File: config.mk
export PLATFORM = sky130hd
export DESIGN_NAME = bba_ctrl
export DESIGN_NICKNAME = d
export VERILOG_FILES = /design/src/hw/rtl/bba_pkg.sv /design/src/hw/rtl/bba_ctrl.sv
export SDC_FILE = /design/constraint.sdc
export NUM_CORES = 1
export LEC_CHECK = 0
export ABC_AREA = 1
export BUFFER_PORTS_ARGS = -buffer_cell sky130_fd_sc_hd__buf_2
export CORE_AREA = 5 5 42 44
export CTS_CLUSTER_SIZE = 14
export DETAILED_ROUTE_END_ITERATION = 6
export DIE_AREA = 0 0 47 49
export PLACE_DENSITY = 0.53
export SYNTH_ARGS = -nofsm -noshare
export SYNTH_HDL_FRONTEND = slang
export SYNTH_SLANG_ARGS = --single-unit
File: constraint.sdc
create_clock -name clk -period 1.8 [get_ports clk]
set_input_delay 0.27 -clock clk [delete_from_list [all_inputs] [get_ports clk]]
set_output_delay 0.27 -clock clk [all_outputs]
set_load 0.03 [all_outputs]
File: src/hw/rtl/bba_pkg.sv
// Package for the block bitmap allocator: sizes, command and status codes,
// register indexes, FSM state type and the controller/datapath bundles.
// No dependencies.
`default_nettype none

package bba_pkg;

    localparam int WORD_W  = 64;
    localparam int POS_W   = 6;
    localparam int DEPTH   = 512;
    localparam int ADDR_W  = 9;
    localparam int IDX_W   = 15;
    localparam int LIM_W   = 16;
    localparam int SCAN_W  = ADDR_W + 1;
    localparam int MAPC_W  = 3;
    localparam int MAP_SHIFT = 13;

    localparam logic [MAPC_W-1:0] MAX_MAP_BLOCKS = 3'd4;

    localparam logic [1:0] CMD_READ  = 2'd0;
    localparam logic [1:0] CMD_WRITE = 2'd1;
    localparam logic [1:0] CMD_FIND  = 2'd2;

    localparam logic [1:0] ST_OK    = 2'd0;
    localparam logic [1:0] ST_RANGE = 2'd1;
    localparam logic [1:0] ST_NONE  = 2'd2;

    localparam logic REG_DATA_COUNT = 1'b0;
    localparam logic REG_MAP_COUNT  = 1'b1;

    localparam logic [LIM_W-1:0]  DATA_COUNT_RST = 16'd32768;
    localparam logic [MAPC_W-1:0] MAP_COUNT_RST  = 3'd4;

    typedef enum logic [2:0] {
        S_CLEAR,
        S_IDLE,
        S_DISPATCH,
        S_EXEC,
        S_SCAN
    } state_t;

    typedef enum logic [2:0] {
        RESP_NONE,
        RESP_RANGE,
        RESP_READ,
        RESP_WRITE,
        RESP_FOUND,
        RESP_EMPTY
    } resp_t;

    typedef struct packed {
        logic  clr_en;
        logic  load_item;
        logic  rd_item;
        logic  wr_item;
        logic  scan_en;
        resp_t resp;
    } dp_cmd_t;

    typedef struct packed {
        logic       clr_done;
        logic [1:0] item_cmd;
        logic       in_range;
        logic       scan_hit;
        logic       scan_over;
    } dp_stat_t;

endpackage

`default_nettype wire

File: src/hw/rtl/bba_ctrl.sv
// Controller FSM for the block bitmap allocator.
// Depends on bba_pkg; drives bba_dpath through dp_cmd_t, reads dp_stat_t.
`default_nettype none

module bba_ctrl (
    input  wire logic              clk,
    input  wire logic              rst_n,
    input  wire logic              start,
    output logic                   busy,
    input  wire bba_pkg::dp_stat_t stat,
    output bba_pkg::dp_cmd_t       ctrl
);

    bba_pkg::state_t state_reg;
    bba_pkg::state_t state_next;
    logic            accept;

    assign accept = start && (state_reg == bba_pkg::S_IDLE);
    assign busy   = (state_reg != bba_pkg::S_IDLE);

    always_ff @(posedge clk or negedge rst_n)
    begin
        if (!rst_n)
        begin
            state_reg <= bba_pkg::S_CLEAR;
        end
        else
        begin
            state_reg <= state_next;
        end
    end

    // next state
    always_comb
    begin
        state_next = state_reg;
        unique case (state_reg)
            bba_pkg::S_CLEAR:
            begin
                if (stat.clr_done)
                begin
                    state_next = bba_pkg::S_IDLE;
                end
            end
            bba_pkg::S_IDLE:
            begin
                if (accept)
                begin
                    state_next = bba_pkg::S_DISPATCH;
                end
            end
            bba_pkg::S_DISPATCH:
            begin
                unique case (stat.item_cmd) inside
                    bba_pkg::CMD_READ, bba_pkg::CMD_WRITE:
                    begin
                        state_next = stat.in_range ? bba_pkg::S_EXEC : bba_pkg::S_IDLE;
                    end
                    bba_pkg::CMD_FIND:
                    begin
                        state_next = bba_pkg::S_SCAN;
                    end
                    default:
                    begin
                        state_next = bba_pkg::S_IDLE;
                    end
                endcase
            end
            bba_pkg::S_EXEC:
            begin
                state_next = bba_pkg::S_IDLE;
            end
            bba_pkg::S_SCAN:
            begin
                if (stat.scan_hit || stat.scan_over)
                begin
                    state_next = bba_pkg::S_IDLE;
                end
            end
            default:
            begin
                state_next = bba_pkg::S_IDLE;
            end
        endcase
    end

    // outputs
    always_comb
    begin
        ctrl           = '0;
        ctrl.resp      = bba_pkg::RESP_NONE;
        ctrl.load_item = accept;
        unique case (state_reg)
            bba_pkg::S_CLEAR:
            begin
                ctrl.clr_en = 1'b1;
            end
            bba_pkg::S_IDLE:
            begin
            end
            bba_pkg::S_DISPATCH:
            begin
                unique case (stat.item_cmd) inside
                    bba_pkg::CMD_READ, bba_pkg::CMD_WRITE:
                    begin
                        if (stat.in_range)
                        begin
                            ctrl.rd_item = 1'b1;
                        end
                        else
                        begin
                            ctrl.resp = bba_pkg::RESP_RANGE;
                        end
                    end
                    bba_pkg::CMD_FIND:
                    begin
                    end
                    default:
                    begin
                        ctrl.resp = bba_pkg::RESP_RANGE;
                    end
                endcase
            end
            bba_pkg::S_EXEC:
            begin
                if (stat.item_cmd == bba_pkg::CMD_WRITE)
                begin
                    ctrl.wr_item = 1'b1;
                    ctrl.resp    = bba_pkg::RESP_WRITE;
                end
                else
                begin
                    ctrl.resp = bba_pkg::RESP_READ;
                end
            end
            bba_pkg::S_SCAN:
            begin
                ctrl.scan_en = 1'b1;
                if (stat.scan_hit)
                begin
                    ctrl.resp = bba_pkg::RESP_FOUND;
                end
                else if (stat.scan_over)
                begin
                    ctrl.resp = bba_pkg::RESP_EMPTY;
                end
            end
            default:
            begin
            end
        endcase
    end

endmodule

`default_nettype wire

=== Word level (Yosys, flattened, before mapping) ===
Cells that the tools add are included.

* Equal/unequal tests: 10
* Reductions and logical operators: 6
* Muxes and demuxes: 19

{| class="wikitable"
|+ Operator list
! cell !! count
|-
| 2-to-1 mux 3 bit || 5
|-
| case mux 3 bit (4 select lines) || 1
|-
| 2-to-1 mux 1 bit || 9
|-
| case mux 3 bit (3 select lines) || 1
|-
| == test 3 x 2 -> 1 bit, second input constant || 2
|-
| != test 2 bit, second input constant || 3
|-
| case mux 3 bit (2 select lines) || 1
|-
| == test 3 x 1 -> 1 bit, second input constant || 1
|-
| == test 3 bit, second input constant || 1
|-
| logical NOT 3 bit || 1
|-
| != test 3 x 1 -> 1 bit, second input constant || 1
|-
| AND reduction 3 bit || 1
|-
| == test 2 x 1 -> 1 bit, second input constant || 1
|-
| == test 2 bit, second input constant || 1
|-
| logical NOT 2 bit || 1
|-
| 2-to-1 mux 2 bit || 1
|-
| case mux 1 bit (2 select lines) || 1
|-
| OR reduction 2 bit || 1
|-
| logical AND 1 bit || 1
|-
| logical OR 1 bit || 1
|}

* Input port bits: 9
* Bits in registers: 3
* Output and inout port bits: 9

=== Logic depth before layout (Yosys ltp) ===
Gate-level depths: netlist (run 1).

* Depth after elaboration: 4
* Depth in mapped cells: 6

=== Least setup slack after synthesis (run 1) ===
Ideal clock, no wire load.

* Kind: register to output
* From: register state_reg[2]
* To: output port ctrl[2] (netlist name)
* Arrival time: 1.487 ns
* Stages on the path, launching flop included: 3
* Setup slack: 0.043 ns
* Cells stage by stage: dfrtp_1 inv_2 nor4_1

{| class="wikitable"
|+ RTL lines
! element !! RTL line !! text
|-
| from (decl) || bba_ctrl.sv:14 || <nowiki>bba_pkg::state_t state_reg;</nowiki>
|-
| from (signal assigned) || bba_ctrl.sv:25 || <nowiki>state_reg <= bba_pkg::S_CLEAR;</nowiki>
|-
| from (signal assigned) || bba_ctrl.sv:29 || <nowiki>state_reg <= state_next;</nowiki>
|-
| to (decl) || bba_ctrl.sv:11 || <nowiki>output bba_pkg::dp_cmd_t ctrl</nowiki>
|}

==> results of run 1 <==
==> report_power, final <==
group          internal [mW]  switching [mW]
clock                 0.0831          0.0359
combinational          0.124           0.260
sequential            0.0917          0.0475
==> metal layers <==
layer	up-vias	track usage [%]
met5	-	0
met4	0	4.15
met3	2	3.32
met2	9	12.4
met1	145	8.44
li1	182	-
==> kinds of logic after synthesis <==
| logic type | count (synthesis) | synth area share [%] |
|---|---|---|
| simple gates | 27 | 53.2 |
| compound gates | 3 | 5.96 |
| buf+inv | 11 | 15.3 |
| flops | 3 | 25.5 |
==> Yosys cell counts <==
master / count / area, um2
nor3_1: 2 / 10.0
nor3_2: 1 / 10.0
nand3_4: 1 / 17.5
nand3_1: 6 / 30.0
nand2_1: 4 / 15.0
nor2_1: 9 / 33.8
inv_2: 3 / 11.3
nor3_4: 1 / 16.3
inv_1: 7 / 26.3
dfrtp_1: 3 / 75.1
nor4_1: 1 / 6.26
nand3b_1: 1 / 7.51
o21ai_0: 1 / 5.00
buf_4: 1 / 7.51
o21bai_1: 1 / 7.51
nand3_2: 1 / 10.0
a21oi_1: 1 / 5.00
==> worst max-delay path by stage <==
stage | from | to | slack [ns]
global placement | state_reg[0] | ctrl[0] | 0.40
global route | state_reg[2] | ctrl[0] | 0.01
CTS | state_reg[2] | ctrl[0] | 0.13
finish | state_reg[0] | ctrl[0] | 0.16
floorplan | state_reg[2] | ctrl[2] | 0.04
detailed placement | state_reg[2] | ctrl[0] | 0.39
==> critical path: stages (launching register included) <==
cell     delay [ns]
dfrtp_1        0.46
inv_2          0.13
nand3_1        0.12
nor2_1         0.09
o21ai_0        0.08
nand3_1        0.06
buf_2          0.19
==> repair_timing <==
action / 4_1_cts / 5_1_grt
resized for setup: 0 / 0
setup endpoints to repair: 0 / 0
hold buffers: 1 / 0
endpoints found under the hold margin: 3 / 0
==> metrics by stage <==
stage | cells | instance area [um2]
2_1_floorplan | 44 | 294
3_3_place_gp | 76 | 392
3_5_place_dp | 76 | 392
4_1_cts | 81 | 428
5_1_grt | 81 | 428
6_report | 81 | 428
==> cell type report <==
class / instances / share of cell area [%]
multi-input combinational: 30 / 40.6
clock buffer: 4 / 6.14
timing repair buffer: 18 / 22.2
inverter: 10 / 8.77
sequential: 3 / 17.5
tap: 16 / 4.68
==> summary.txt, run 1 <==
Layout
  – Nets: 75
  – Commonest non-fill, non-tap cell in the layout: buf_2
  – Fill cells: 171
  – # diodes: 0
  – Fin util: ~31%
  – Sequential Area: around 75 um2
  – Max reg flops: 3
  – Layout overhead on the synthesized area: 45.5%
  – Share of cells above drive strength 1: 41.5%
  – Most frequent cells in the layout: 17 x buf_2, 9 x nor2_1, 7 x inv_1
  – Multi-input gate area: 174 um2

Worst hold path
  – Hold crit path type: input port to flop
  – Hold EP: state_reg[0]
  – Hold_sp: start
  – WHS Path Cells: 3

Floorplan
  – DIE WIDTH: 47 um
  – Num rows: 14
  – Initial Utilization: 21.0%
  – Core area: approximately 1400 um2
  – Die height: about 49 um
  – I/O pin total: 18
  – Total die area: roughly 2300 um2

Synthesis
  – Seq/Total Area, Yosys: 25.5%
  – Mapped Nets: 53
  – Ys Warns: 0
  – Synth unique cells: 17
  – #FFs+latches synth: 3
  – Cells after synthesis: 44
  – Mean area per synthesized cell: 6.68 um2
  – Post-Syn Area: 294 um2

Route
  – Vias per cell: 4.17
  – Detailed router's first-iteration violation count: 3
  – Post-route ant nets: 0
  – DRC: 0
  – Met2 WL: 391 um
  – DRT Pass-1 Iters: 3
  – Max layer used: met4
  – Metal3 WL: 46 um
  – Metal1 wirelength: roughly 270 um
  – Drt total wl: ~710 um
  – WL/cell: between 8 and 9 um
  – Via Count: 338

Place
  – Port Buffers: 17
  – DP HPWL: around 610 um
  – Placer Congestion: approximately 0.72
  – Pre-CTS WS: 0.393 ns

Critical path
  – Worst-path fanout max: 6
  – Req. time, crit path: 1.53 ns
  – Critical path class: flop to output pin
  – R2R cell count: 5
  – Reg-to-reg slack, setup: around 0.72 ns
  – R2r endpoint: state_reg[1]
  – Critical path arrival: about 1.4 ns
  – Launching point of the worst reg2reg path: state_reg[0]
  – CP Capture Type: output pin
  – Worst setup SP type: flop

STA
  – Final Hold Viols: 0
  – Final worst-path cycle share: 91.1%
  – Setup tns final: 0 ns
  – RSZ-0062 raised after global routing: false
  – Slew headroom: 81.7%
  – Fin. max-slew vios: 0
  – Post-layout min period: 1.64 ns
  – Setup ws final: between 0.15 and 0.2 ns
  – Setup-failing EPs final: 0
  – Least-Margin Pin Slew: ~0.27 ns
  – Layout Skew: 0.00210 ns
  – Peak Freq: just over 600 MHz
  – WHS: 0.348 ns

CTS
  – Max Root-Sink Buffers: 2
  – CTS sink cnt: 3
  – Clk_lat worst skew: 0.23 ns
  – Cts bufs inserted: 3
  – Worst-path clk slew: 0.04 ns
  – # H-tree levels: 1
  – Clk Tree Root Cell: clkbuf_4
  – Setup Buffers After CTS: 0
  – CTS tree: built

Power and ir drop
  – Max IR drop VDD: ~0.61 mV
  – Pwr dens: 1500 nW/um2
  – Total power: ~0.64 mW
  – Leakage power total: 0.265 nW

Global route
  – Largest net degree at the start of global routing: 7
  – First-pass GRT wire length: 1300 um
  – Vias in the first global route: 319
  – Tot GR Track Use: 7.84%
  – GRT overflow: 0
  – Initial antenna violation count: 0

Run status
  – Status: finished, final reports clean

Run
  – MaxCap Viol Count: 0
No activity file was read; power rests on OpenSTA's default activity.
==> inputs of run 2 (changes only) <==
--- a/config.mk
+++ b/config.mk
@@ -6,12 +6,12 @@
 export NUM_CORES = 1
 export LEC_CHECK = 0
 export ABC_AREA = 1
-export BUFFER_PORTS_ARGS = -buffer_cell sky130_fd_sc_hd__buf_2
 export CORE_AREA = 5 5 42 44
 export CTS_CLUSTER_SIZE = 14
 export DETAILED_ROUTE_END_ITERATION = 6
 export DIE_AREA = 0 0 47 49
-export PLACE_DENSITY = 0.53
+export DONT_BUFFER_PORTS = 1
+export PLACE_DENSITY = 0.41
 export SYNTH_ARGS = -nofsm -noshare
 export SYNTH_HDL_FRONTEND = slang
 export SYNTH_SLANG_ARGS = --single-unit
==> run 2 against run 1 <==
Compared with the run above:
- via count is 8.6% lower
- final cell count is 11% lower
- largest power group unchanged
- fmax up 0.57%
- die area unchanged
- critical path depth shrank 1
- sequential power hardly changed
- clock skew fell by 0.0011 ns
- power is 2.9% higher
- worst hold slack got worse by 0.11 ns
- first-iteration DRC count grew to 3.0 times the previous value
- cell area shrank 2.9%
==> summary.txt, run 2 (same netlist as run 1, synthesis figures left out) <==
CTS
  – Clk_lat worst skew: roughly 0.23 ns
  – CTS sink cnt: 3
  – # H-tree levels: 1
  – Worst-path clk slew: 0.03 ns
  – Cts bufs inserted: 3
  – CTS tree: built
  – PostCTS Resize Cnt: 0
  – Clk Tree Root Cell: clkbuf_4
  – Max Root-Sink Buffers: 2

STA
  – RSZ-0062 raised after global routing: false
  – Peak Freq: 613 MHz
  – Least-Margin Pin Slew: 0.276 ns
  – Post-layout min period: 1.63 ns
  – Setup-failing EPs final: 0
  – Slew headroom: 81.6%
  – Final Hold Viols: 0
  – Final worst-path cycle share: 90.6%
  – Layout Skew: 0.00100 ns
  – Fin. max-slew vios: 0
  – Setup tns final: 0 ns
  – WHS: roughly 0.24 ns

Run
  – MaxCap Viol Count: 0

Critical path
  – Launching point of the worst reg2reg path: state_reg[2]
  – Setup crit end: ctrl[6]
  – WP depth: 5
  – CP Capture Type: output pin
  – Critical Path Start: state_reg[2]
  – Crit path largest cell delay: 0.44 ns
  – Slowest-stage cell, CP: dfrtp_1
  – WP buf/inv: 3
  – Crit-path most repeated cell: buf_4
  – Critical path class: flop to output pin
  – Critical path arrival: 1.36 ns
  – Worst path top cell family by delay: flip-flops
  – Critical-path cell list: inv_2, buf_4, nand3_4, nor2_1, buf_4
  – R2r endpoint: state_reg[1]
  – Req. time, crit path: 1.53 ns
  – Worst-path fanout max: 5
  – Reg-to-reg slack, setup: 0.59 ns
  – Worst setup SP type: flop
  – R2R cell count: 7

Run status
  – Status: finished, final reports clean

Route
  – Post-route ant nets: 0
  – DRT Pass-1 Iters: 5
  – WL/cell: 10.0 um
  – Vias per cell: 4.29
  – DRC: 0
  – Via Count: about 310
  – Drt total wl: 723 um
  – Detailed router's first-iteration violation count: 9

Power and ir drop
  – Leakage power total: 0.233 nW
  – Max IR drop VDD: slightly below 0.8 mV
  – Total power: 0.661 mW
  – Pwr dens: between 1500 and 2000 nW/um2

Global route
  – Vias in the first global route: 287
  – Initial antenna violation count: 0
  – GRT overflow: 0
  – Tot GR Track Use: under 10%
  – First-pass GRT wire length: 1160 um
  – Largest net degree at the start of global routing: 7

Place
  – Placer Congestion: 0.694
  – DP HPWL: 595 um
  – Port Buffers: 0

Floorplan
  – I/O pin total: 18
  – Core area: 1400 um2
  – Die height: 49 um
  – Total die area: 2300 um2
  – Initial Utilization: 21.0%
  – Num rows: 14
  – DIE WIDTH: 47 um

Layout
  – Fill cells: 163
  – Share of cells above drive strength 1: 32.1%
  – Max reg flops: 3
  – Nets: 66
  – Commonest non-fill, non-tap cell in the layout: nor2_1
  – # diodes: 0
  – Layout overhead on the synthesized area: 41.3%
  – Most frequent cells in the layout: 9 x nor2_1, 7 x inv_1, 7 x buf_4

Worst hold path
  – Hold crit path type: input port to flop
==> run 2: cell count changes in the layout (fill, tap and decap cells not counted) <==
cell    delta
buf_4      +7
buf_2     -17
buf_12     +1
==> run 2: final cells by class <==
type | count | area (um2) | share of cell area [%]
flip-flops and latches | 3 | 75.1 | 18.1
inverters | 10 | 37.5 | 9.04
well taps | 16 | 20.0 | 4.82
multi-input cells | 30 | 174 | 41.9
repair buffers | 9 | 82.6 | 19.9
clock buffers | 4 | 26.3 | 6.33
==> run 2: per-stage QoR <==
stage	cell area, um2	cells	setup slack [ns]	util [%]
final	415	72	0.169	29.6
after global routing	415	72	0.0339	29.6
after CTS	408	71	0.131	29.1
after detailed placement	372	66	0.393	26.5
after global placement	372	66	0.383	26.5
after floorplan	294	44	0.0425	-
==> run 2: timing repair <==
action                                 in CTS  in global routing
hold buffers                                1                  0
endpoints found under the hold margin       3                  0
buffers inserted                            0                  1
setup endpoints to repair                   0                  1
==> run 2: report_power, final <==
group          switching, mW  internal (mW)  total [mW]
combinational          0.257          0.147       0.404
sequential            0.0484         0.0917       0.140
clock                 0.0336         0.0830       0.117
==> run 2: worst min-delay path by stage <==
stage / from / end / slack, ns / cells after the start
floorplan: rst_n / state_reg[0] / -0.03 / 0
global placement: rst_n / state_reg[0] / -0.03 / 0
detailed placement: rst_n / state_reg[0] / -0.03 / 0
CTS: start / state_reg[0] / 0.24 / 2
global route: start / state_reg[0] / 0.24 / 2
finish: start / state_reg[0] / 0.24 / 2
==> run 2: worst reg2reg max path: cells and delay by family, from the launching register on <==
| kind | cells | cell delay (ns) |
|---|---|---|
| DFF | 1 | 0.44 |
| and+or+nand+nor | 4 | 0.29 |
| buffers and inverters | 3 | 0.36 |
==> run 2: metal layers <==
layer	GRT usage (%)	vias to the layer above	share of wire [%]
li1	-	164	-
met5	0	-	0
met3	4.06	0	8.7
met4	4.15	0	0
met2	10.2	13	50
met1	7.76	132	41
==> inputs of run 3 (changes only) <==
--- a/config.mk
+++ b/config.mk
@@ -6,12 +6,13 @@
 export NUM_CORES = 1
 export LEC_CHECK = 0
 export ABC_AREA = 1
-export CORE_AREA = 5 5 42 44
+export CORE_AREA = 10 10 47 49
 export CTS_CLUSTER_SIZE = 14
 export DETAILED_ROUTE_END_ITERATION = 6
-export DIE_AREA = 0 0 47 49
+export DIE_AREA = 0 0 57 59
 export DONT_BUFFER_PORTS = 1
 export PLACE_DENSITY = 0.41
+export REMOVE_ABC_BUFFERS = 1
 export SYNTH_ARGS = -nofsm -noshare
 export SYNTH_HDL_FRONTEND = slang
 export SYNTH_SLANG_ARGS = --single-unit
==> run 3 against run 2 <==
Compared with the run above:
- clock power barely moved
- worst setup slack got worse by 0.0011 ns
- final cell count fell by 1.4%
- highest routed layer is now met4
- fmax barely moved
- count of clock-buffer cells in the layout did not move
- die area rose by 46%
- routed wire length rose by 9.0%
==> summary.txt, run 3 (same netlist as run 1, synthesis figures left out) <==
Route
  – DRT Pass-1 Iters: 4
  – WL/cell: 11.1 um
  – Drt total wl: 788 um
  – Post-route ant nets: 0
  – Via Count: 303
  – Vias per cell: around 4.3
  – Detailed router's first-iteration violation count: 9
  – DRC: 0

Global route
  – Largest net degree at the start of global routing: 7
  – Tot GR Track Use: 5.02%
  – GRT overflow: 0
  – First-pass GRT wire length: around 1300 um
  – Initial antenna violation count: 0
  – Vias in the first global route: 317

Floorplan
  – Die height: 59 um
  – DIE WIDTH: 57 um
  – Total die area: approximately 3400 um2
  – Core area: 1400 um2
  – Initial Utilization: 21.0%
  – I/O pin total: 18
  – Num rows: 14

STA
  – Setup tns final: 0 ns
  – Final Hold Viols: 0
  – Fin. max-slew vios: 0
  – Slew headroom: slightly above 80%
  – Least-Margin Pin Slew: about 0.28 ns
  – Setup-failing EPs final: 0
  – WHS: between 0.2 and 0.25 ns
  – RSZ-0062 raised after global routing: false
  – Setup ws final: 0.168 ns
  – Post-layout min period: about 1.6 ns
  – Layout Skew: ~0.003 ns
  – Peak Freq: roughly 610 MHz
  – Final worst-path cycle share: 90.7%

Place
  – Placed cells: 66
  – Placer Congestion: 0.715
  – Pre-CTS WS: 0.393 ns
  – DP HPWL: 701 um
  – Port Buffers: 0

Critical path
  – Worst setup SP type: flop
  – Worst-path fanout max: 5
  – Critical path class: flop to output pin
  – CP Capture Type: output pin
  – Critical path arrival: 1.36 ns
  – R2r endpoint: state_reg[1]
  – Req. time, crit path: 1.53 ns
  – R2R cell count: 6
  – Launching point of the worst reg2reg path: state_reg[2]
  – Reg-to-reg slack, setup: 0.67 ns

Layout
  – # diodes: 0
  – Most frequent cells in the layout: 9 x nor2_1, 7 x inv_1, 6 x nand3_1, 6 x buf_4, 4 x nand2_1
  – Commonest non-fill, non-tap cell in the layout: nor2_1
  – Post-Layout Cell Count: between 70 and 80
  – Share of cells above drive strength 1: 30.9%
  – Max reg flops: 3
  – Nets: 65
  – Layout overhead on the synthesized area: 38.7%

Power and ir drop
  – Flop pwr share: a little over a fifth
  – Leakage power total: 0.228 nW
  – Combinational group share of total power: 61.5%
  – Int Power: 0.319 mW
  – Pwr dens: roughly 1600 nW/um2
  – Max IR drop VDD: 0.738 mV
  – Clock share of power: 17.4%
  – Sw frac: roughly 52%
  – Psw: 0.340 mW

Worst hold path
  – Hold EP: state_reg[0]
  – Hold_sp: start
  – WHS Path Cells: 2
  – Hold crit path type: input port to flop

CTS
  – CTS tree: built
  – CTS sink cnt: 3
  – Clk Tree Root Cell: clkbuf_4
  – Clk_lat worst skew: around 0.23 ns
  – Cts bufs inserted: 3
  – Max Root-Sink Buffers: 2
  – PostCTS Resize Cnt: 0
  – Worst-path clk slew: 0.03 ns
  – # H-tree levels: 1

Run
  – MaxCap Viol Count: 0

Run status
  – Status: finished, final reports clean
[run 3: worst max-delay path by stage]
stage,start,to,slack [ns],depth (start not counted)
final,state_reg[2],ctrl[0],0.17,6
after global routing,state_reg[2],ctrl[0],0.001,6
after CTS,state_reg[2],ctrl[0],0.14,6
after detailed placement,state_reg[2],ctrl[0],0.39,6
after global placement,state_reg[2],ctrl[0],0.39,6
after floorplan,state_reg[2],ctrl[2],0.04,2
[run 3: power groups by stage]
stage / combinational (mW) / clock [mW] / sequential, mW
finish: 0.405 / 0.114 / 0.140
global route: 0.446 / 0.130 / 0.144
CTS: 0.414 / 0.121 / 0.140
detailed placement: 0.411 / 0 / 0.140
global placement: 0.409 / 0 / 0.141
floorplan: 0.297 / 0 / 0.133
[run 3: area by class of cell]
class | instances | area [um2]
well taps | 16 | 20.0
repair buffers | 8 | 75.1
fillers | 169 | 993
flip-flops and latches | 3 | 75.1
multi-input cells | 30 | 174
inverters | 10 | 37.5
clock buffers | 4 | 26.3
[run 3: critical path: stages, from the launching register on]
cell	delay [ns]
dfrtp_1	0.44
inv_2	0.15
nand3_1	0.12
nor2_1	0.10
o21ai_0	0.08
nand3_1	0.12
buf_12	0.13
[run 3: stage by stage]
stage	area, um2	power [mW]	util, %
6_report	408	0.659	29.1
5_1_grt	408	0.720	29.1
4_1_cts	408	0.675	29.1
3_5_place_dp	372	0.551	26.5
3_3_place_gp	372	0.550	26.5
2_1_floorplan	287	0.430	-
[run 3: metal layers]
layer	vias to the layer above	global-route usage (%)	routed length (um)
li1	164	-	-
met3	2	3.86	102
met1	128	4.89	310
met5	-	0	0
met2	9	7.44	370
met4	0	3.02	4
[run 3: timing repair]
| item | 4_1_cts | 5_1_grt |
|---|---|---|
| hold endpoints to repair | 3 | 0 |
| buffers inserted | 0 | 0 |
| hold buffers | 1 | 0 |
